## src/rtl/actq_pkg.sv

```systemverilog
`timescale 1ns / 1ps
// ----------------------------------------------------------------------------
// actq_pkg: shared types and codes of the box table
// Request and response payloads, the stored box layout, operation and status
// codes.
// ----------------------------------------------------------------------------
package actq_pkg;

	// Operation codes of a request.
	localparam logic [1:0] OP_ADD    = 2'd0;
	localparam logic [1:0] OP_REMOVE = 2'd1;
	localparam logic [1:0] OP_MOVE   = 2'd2;
	localparam logic [1:0] OP_CHECK  = 2'd3;

	// Status codes of a response.
	localparam logic [1:0] STATUS_OK        = 2'd0;
	localparam logic [1:0] STATUS_FULL      = 2'd1;
	localparam logic [1:0] STATUS_NOT_FOUND = 2'd2;

	// One axis-aligned box, signed Q8.8 corners.
	typedef struct packed {
		logic signed [15:0] min_x;
		logic signed [15:0] min_y;
		logic signed [15:0] min_z;
		logic signed [15:0] max_x;
		logic signed [15:0] max_y;
		logic signed [15:0] max_z;
	} box_t;

	// One table entry as held in the slot memory.
	typedef struct packed {
		logic [7:0] entity_id;
		box_t       box;
	} slot_t;

	// Request payload.
	typedef struct packed {
		logic [1:0]         op;
		logic [7:0]         entity_id;
		logic signed [15:0] min_x;
		logic signed [15:0] min_y;
		logic signed [15:0] min_z;
		logic signed [15:0] max_x;
		logic signed [15:0] max_y;
		logic signed [15:0] max_z;
		logic signed [15:0] vel_x;
		logic signed [15:0] vel_y;
		logic signed [15:0] vel_z;
	} req_t;

	// Response payload.
	typedef struct packed {
		logic signed [15:0] slid_x;
		logic signed [15:0] slid_y;
		logic signed [15:0] slid_z;
		logic               hit;
		logic [1:0]         status;
	} rsp_t;

endpackage

```

## src/rtl/actq_overlap.sv

```systemverilog
`timescale 1ns / 1ps
// ----------------------------------------------------------------------------
// actq_overlap: inclusive box overlap comparator
// The one compare unit shared by the check and move-and-slide scans.
// ----------------------------------------------------------------------------
module actq_overlap (
	input  actq_pkg::box_t stored,
	input  actq_pkg::box_t query,
	output logic           overlap
);

	logic sep_x;
	logic sep_y;
	logic sep_z;

	// Two boxes are apart when one axis shows a gap; touching counts as overlap.
	assign sep_x = (stored.max_x < query.min_x) || (stored.min_x > query.max_x);
	assign sep_y = (stored.max_y < query.min_y) || (stored.min_y > query.max_y);
	assign sep_z = (stored.max_z < query.min_z) || (stored.min_z > query.max_z);

	assign overlap = !(sep_x || sep_y || sep_z);

endmodule

```

## config.mk

```make
export PLATFORM = sky130hd
export DESIGN_NAME = actq_overlap
export DESIGN_NICKNAME = d
export VERILOG_FILES = /design/src/rtl/actq_pkg.sv /design/src/rtl/actq_overlap.sv
export SDC_FILE = /design/constraint.sdc
export NUM_CORES = 1
export LEC_CHECK = 0
export BUFFER_PORTS_ARGS = -buffer_cell sky130_fd_sc_hd__buf_2
export CAP_MARGIN = 20
export CORE_MARGIN = 5
export CORE_UTILIZATION = 25
export DETAILED_ROUTE_END_ITERATION = 8
export PLACE_DENSITY = 0.53
export SETUP_SLACK_MARGIN = 0.3
export SYNTH_ARGS = -nofsm -noshare
export SYNTH_HDL_FRONTEND = slang
export SYNTH_SLANG_ARGS = --single-unit
```

## constraint.sdc

```tcl
create_clock -name vclk -period 1.82
set_input_delay 0.091 -clock vclk [all_inputs]
set_output_delay 0.091 -clock vclk [all_outputs]
set_load 0.02 [all_outputs]
```

## Word level (Yosys, flattened, before mapping)

Cells that the tools add are included.

| storage, ports and cells | value |
|---|---|
| register bits | 0 |
| input bits | 192 |

| cells by class | value |
|---|---|
| magnitude comparators | 6 |
| reduce and logical (&&, ||, !) cells | 6 |

Operator list:

| operator | count |
|---|---|
| 16-bit greater-than comparator | 3 |
| 16-bit < comparator | 3 |
| 1-bit logical OR | 5 |
| 1-bit logical NOT | 1 |

## Longest topological paths before layout

Gate-level depths: netlist (run 1).

| depth | value |
|---|---|
| word-level depth | 5 |
| mapped depth | 8 |

## Least setup slack after synthesis (run 1)

No wires, ideal clock.

| path | value |
|---|---|
| path kind | input -> output |
| start | in query[29] (netlist bit) |
| end | out overlap |
| required time | 1.729 ns |
| setup slack | -0.275 ns |
| data arrival time | 2.004 ns |
| buffers on the path | 0 |
| cell stages on the path | 8 |
| cell sequence | inv_1 ha_1 a21o_1 a2111oi_4 nand4_1 o2111ai_1 o2111ai_1 nor4_1 |

| between the ends | value |
|---|---|
| cells in the longest elaborated chain, start to end | 5 |

RTL lines:

| item | RTL line | text |
|---|---|---|
| start, declared | actq_overlap.sv:8 | `input actq_pkg::box_t query,` |
| 16-bit greater-than comparator | actq_overlap.sv:18 | `assign sep_y = (stored.max_y < query.min_y) \|\| (stored.min_y > query.max_y);` |
| 1-bit logical OR | actq_overlap.sv:18 |  |
| 1-bit logical OR (2 in a row) | actq_overlap.sv:21 | `assign overlap = !(sep_x \|\| sep_y \|\| sep_z);` |
| 1-bit logical NOT | actq_overlap.sv:21 |  |
| end, declared | actq_overlap.sv:9 | `output logic overlap` |

Every way passes these cells.

## Worst setup path after layout (run 1)

| path | value |
|---|---|
| start | in query[73] (netlist bit) |
| end | out overlap |

| between the ends | value |
|---|---|
| cells in the longest elaborated chain, start to end | 5 |

RTL lines:

| item | RTL line |
|---|---|
| 16-bit < comparator | actq_overlap.sv:18 |
| 1-bit logical OR | actq_overlap.sv:18 |
| 1-bit logical OR (2 in a row) | actq_overlap.sv:21 |
| 1-bit logical NOT | actq_overlap.sv:21 |

Every way passes these cells.

==> key figures, run 1 <==
Run
  • Max_cap viols: 0

GRT
  • Largest net degree at the start of global routing: 5
  • Initial antenna violation count: 0
  • Number of global-route vias before repair: 2,944
  • First-pass GRT wire length: about 13 mm
  • GRT Overall Usage: 0.126
  • Total gr overflow: 0

Final layout
  • Nets: around 840
  • P&R area growth vs syn: 70.2%
  • Reg area: 0 um2
  • Ant. Diodes: 0
  • Clock Buffer Count: 0
  • Finished Layout Cells: 677
  • Share of post-route cells with drive strength above 1: 0.476
  • Most common cell after layout, fill and taps aside: buf_2
  • Commonest non-fill, non-tap cells in the layout: buf_2 (179), inv_1 (89), ha_1 (77), a21oi_1 (28), buf_4 (22)
  • Seq Cell Count: 0

Routing
  • Antenna Nets Post-Route: 0
  • DRT Pass-1 Iters: 4
  • Initial DRC count: 48
  • WL/cell: about 12 um
  • Final WL: 8.06 mm
  • Drt via density: 4.38
  • Via count: around 3,000
  • Drt drc: 0

Critical path
  • Critical Path AT: approximately 1800 ps
  • CP max FO: 2
  • Worst setup SP type: input pin
  • Worst setup EP type: primary output
  • CP Data Required Time: 1730 ps
  • Setup CP Type: in -> out

Worst hold path
  • Hold Crit Class: in -> out

Placed design
  • Post-DP HPWL: 7.68 mm
  • Placed cells: approximately 680
  • IO Port Bufs: 193
  • RD Place Congestion: 0.796

Synthesis
  • Register area share after synthesis: 0
  • Post-synth top area share: 0.484
  • Ys Warns: 0
  • Biggest area consumer among synthesized cells: ha_1
  • Yosys cell types: 36
  • Mapped Area: around 2400 um2
  • Synth Instances: between 300 and 400
  • Syn Nets: just over 600
  • Top post-synthesis cells by area: ha_1 (48%), inv_1 (16%), a21oi_1 (6.0%)
  • Avg Inst Size Synth: between 7 and 8 um2

Floorplan
  • IO Pins: just under 200
  • Core area: around 9300 um2
  • Die W: between 100 and 150 um
  • # rows: 35
  • Die footprint: between 10,000 and 15,000 um2
  • Initial Util: 0.259
  • Die Y-Extent: 108 um

STA
  • Final Max Slew Viols: 0
  • RSZ-0062 raised after global routing: yes
  • Fmax: approximately 520 MHz
  • WHS: roughly 830 ps
  • Worst-margin pin slew: 339 ps
  • Fin crit period: about 1900 ps
  • Final Cycle Share: 1.05
  • Max_slew headroom: 0.774
  • Final hold violations: 0
  • # setup viols final: 1
  • TNS Setup: -96.7 ps
  • PnR worst setup slack: -96.7 ps

Pwr
  • Final Power: roughly 830 uW
  • Worst vdd ir: 0.0940 mV
  • Leakage: around 0.0024 uW
  • Power Density: 204 nW/um2

Status
  • Outcome: complete, but fails checks
  • Violated checks: negative setup slack
-- cells in the mapped netlist --
cell and n:
a2111oi_0 2, a2111oi_4 1, a211o_1 1, a211oi_1 4
a21boi_0 1, a21o_1 8, a21o_2 2, a21oi_1 29
a222oi_1 1, a311oi_1 2, a41oi_1 2, and3_2 1
and4_1 2, and4b_1 1, ha_1 93, inv_1 103
nand2_1 13, nand2b_1 1, nand3_1 6, nand4_1 15
nor2_1 9, nor2b_1 4, nor2b_2 1, nor3_1 2
nor3b_1 1, nor4_1 2, nor4_2 1, o2111ai_1 3
o211ai_1 5, o21ai_0 9, o21ai_1 2, o221ai_1 1
o22ai_1 2, o31ai_1 1, or3_1 2, or3b_1 1
-- power by group --
| group | total, uW | switching [uW] | internal, uW | leakage [uW] |
|---|---|---|---|---|
| logic | 834 | 369 | 466 | 0.00243 |
| clock network | 0 | 0 | 0 | 0 |
| registers | 0 | 0 | 0 | 0 |
-- final timing paths --
path              startpoint       to  slack (ps)  depth (start not counted)
setup / recovery   query[73]  overlap        -100                         10
hold / removal    stored[15]  overlap         830                          6
-- routing by layer --
layer | track usage | wire length (um) | vias up
met2 | 0.228 | 3900 | 114
met4 | 0.0108 | 87 | 0
met3 | 0.0221 | 699 | 6
met1 | 0.160 | 3370 | 1251
li1 | - | - | 1596
met5 | 0 | 0 | -
-- kinds of logic after synthesis --
| kind of cell | count (synthesis) | share of synthesized area |
|---|---|---|
| simple gates | 62 | 0.144 |
| compound gates | 76 | 0.211 |
| fa+ha+maj | 93 | 0.484 |
| buf+inv | 103 | 0.161 |
-- what timing repair did --
| action | 4_1_cts | 5_1_grt |
|---|---|---|
| hold buffers | 0 | 0 |
| setup buffers | 2 | 0 |
| resized for setup | 38 | 2 |
| pin swaps | 22 | 1 |
| endpoints found under the setup margin | 1 | 1 |
-- worst max-delay path: stages --
cell and delay (ps):
buf_2 90, inv_2 40, ha_4 260, and4_1 190
or3b_1 340, o21ai_1 140, o22ai_1 110, buf_4 150
nor4_4 230, buf_4 180
-- final cells by class --
class,count,area (um2)
multi-input cells,231,2310
repair buffers,214,1210
fillers,987,5200
inverters,103,407
well taps,129,161
-- stage by stage --
stage | area, um2 | utilization | setup slack [ps]
floorplan | 2560 | - | 177
global placement | 3830 | 0.413 | -219
detailed placement | 3830 | 0.413 | -241
CTS | 4070 | 0.439 | -107
global route | 4090 | 0.440 | -216
finish | 4090 | 0.440 | -96.7
(Power assumes the default switching activity.)
==> run 2: changes to the inputs <==
--- a/config.mk
+++ b/config.mk
@@ -10,8 +10,8 @@
 export CORE_MARGIN = 5
 export CORE_UTILIZATION = 25
 export DETAILED_ROUTE_END_ITERATION = 8
-export PLACE_DENSITY = 0.53
 export SETUP_SLACK_MARGIN = 0.3
+export SKIP_LAST_GASP = 1
 export SYNTH_ARGS = -nofsm -noshare
 export SYNTH_HDL_FRONTEND = slang
 export SYNTH_SLANG_ARGS = --single-unit
==> constraint.sdc (replaced) <==
create_clock -name vclk -period 1.58
set_input_delay 0.079 -clock vclk [all_inputs]
set_output_delay 0.079 -clock vclk [all_outputs]
set_load 0.02 [all_outputs]
==> run 2 against run 1 <==
Net effect: the run still ends with negative setup slack left; via count rose by 0.94%; non-clock buffer count is 5 higher; utilization decreased by 1.9 points; total power grew 9.7%; global-route usage is 0.55 points lower; largest cell class unchanged; worst hold slack better by 15 ps; critical path depth unchanged; critical path type unchanged; cell area is 4.2% lower; die area unchanged.
==> key figures, run 2 (synthesized netlist as in run 1, its figures left out) <==
Status
  • Outcome: complete, but fails checks
  • Violated checks: negative setup slack

Routing
  • Antenna Nets Post-Route: 0
  • Drt via density: around 4.4
  • Initial DRC count: 34
  • Drt drc: 0
  • Final WL: between 7 and 8 mm
  • WL/cell: 11.4 um
  • DRT Pass-1 Iters: 4
  • Via count: roughly 3,000

Floorplan
  • Die Y-Extent: around 110 um
  • # rows: 35
  • Die footprint: 11,700 um2
  • Die W: about 110 um
  • IO Pins: between 150 and 200
  • Initial Util: 0.259
  • Core area: between 9000 and 10,000 um2

Critical path
  • Setup CP Type: in -> out
  • Slowest Stage Delay on Critical Path: around 320 ps
  • Worst setup EP type: primary output
  • Worst setup SP type: input pin
  • Crit-path slowest cell: a311oi_2
  • CP max FO: 2
  • Crit-path cells: buf_2 > inv_12 > ha_4 > nand4_1 > nor4_4 > a211oi_1 > and4b_1 > a311oi_2 > nor4_4 > buf_4
  • Cell family with most CP delay: simple AND/OR/NAND/NOR gates
  • CP Buf/Inv Count: 3
  • CP most frequent cell: nor4_4
  • CP Data Required Time: 1500 ps
  • Critical Path AT: roughly 1900 ps

Pwr
  • Sw frac: 0.448
  • Leakage: around 0.0024 uW
  • Worst vdd ir: between 0.08 and 0.09 mV
  • Share of power burned in registers: 0
  • Final Power: a little over 900 uW
  • Comb power frac: 1.000
  • Clock power share: 0
  • Pint: roughly 510 uW
  • Power Density: approximately 230 nW/um2
  • NetSw: just over 400 uW

Final layout
  • Nets: between 800 and 900
  • Filler cells: 991
  • Ant. Diodes: 0
  • P&R area growth vs syn: 63.0%
  • Fin area: 3920 um2
  • Reg area: 0 um2
  • Seq Cell Count: 0
  • Commonest non-fill, non-tap cells in the layout: buf_2 (192), inv_1 (95), ha_1 (84), a21oi_1 (29), buf_4 (27)
  • Most common cell after layout, fill and taps aside: buf_2
  • Multi-input gate area: 2180 um2
  • Share of post-route cells with drive strength above 1: 0.448
  • Util after Layout: 0.422
  • Clock Buffer Count: 0

GRT
  • Initial antenna violation count: 0
  • First-pass GRT wire length: roughly 12 mm
  • Total gr overflow: 0
  • GRT Overall Usage: 0.120
  • Number of global-route vias before repair: 3,073
  • Largest net degree at the start of global routing: 5

Placed design
  • IO Port Bufs: 193
  • Post-DP HPWL: approximately 7.6 mm
  • RD Place Congestion: 0.798
  • Setup WS pre-CTS: -542 ps
  • Dpl cell area: ~4000 um2

STA
  • # setup viols final: 1
  • PnR worst setup slack: -383 ps
  • Fin crit period: slightly below 2000 ps
  • Worst-margin pin slew: around 400 ps
  • Final Max Slew Viols: 0
  • RSZ-0062 raised after global routing: yes
  • Final hold violations: 0
  • Fmax: approximately 500 MHz
  • Max_slew headroom: 0.734
  • Final Cycle Share: 1.24

Clock tree
  • Setup Buffers After CTS: 0
  • Hold-fix buffers, CTS: 0
  • Post-CTS sizing: 3

Worst hold path
  • Hold Crit Class: in -> out

Run
  • Max_cap viols: 0
run 2: cell count changes in the layout (fill, tap and decap cells not counted), moves of 5 or more:
cell / previous run / this run
ha_1: 77 / 84
buf_4: 22 / 27
inv_2: 10 / 4
buf_2: 179 / 192
buf_6: 12 / 0
inv_1: 89 / 95
ha_4: 16 / 9
run 2: metal layers:
| layer | global-route usage | share of wire | vias up |
|---|---|---|---|
| met5 | 0 | 0 | - |
| met4 | 0 | 0 | 0 |
| met3 | 0.0173 | 0.084 | 0 |
| met2 | 0.240 | 0.52 | 105 |
| met1 | 0.143 | 0.40 | 1286 |
| li1 | - | - | 1604 |
run 2: metrics by stage:
stage,cells,setup TNS (ps),hold slack (ps)
floorplan,334,-38.6,536
global placement,682,-527,854
detailed placement,682,-542,861
CTS,682,-417,858
global route,682,-512,911
finish,682,-383,841
run 2: worst paths after layout:
kind,from,endpoint,slack [ps],depth (start not counted)
max,query[42],overlap,-380,10
min,stored[15],overlap,840,6
run 2: power groups by stage:
stage | Combinational (uW) | Clock [uW] | Sequential [uW]
2_1_floorplan | 469 | 0 | 0
4_1_cts | 929 | 0 | 0
5_1_grt | 1060 | 0 | 0
3_5_place_dp | 916 | 0 | 0
6_report | 916 | 0 | 0
3_3_place_gp | 886 | 0 | 0
run 2: final cells by class:
class                           count  area share
Timing Repair Buffer              219       0.297
Multi-Input combinational cell    231       0.558
Inverter                          103       0.104
Tap cell                          129      0.0412
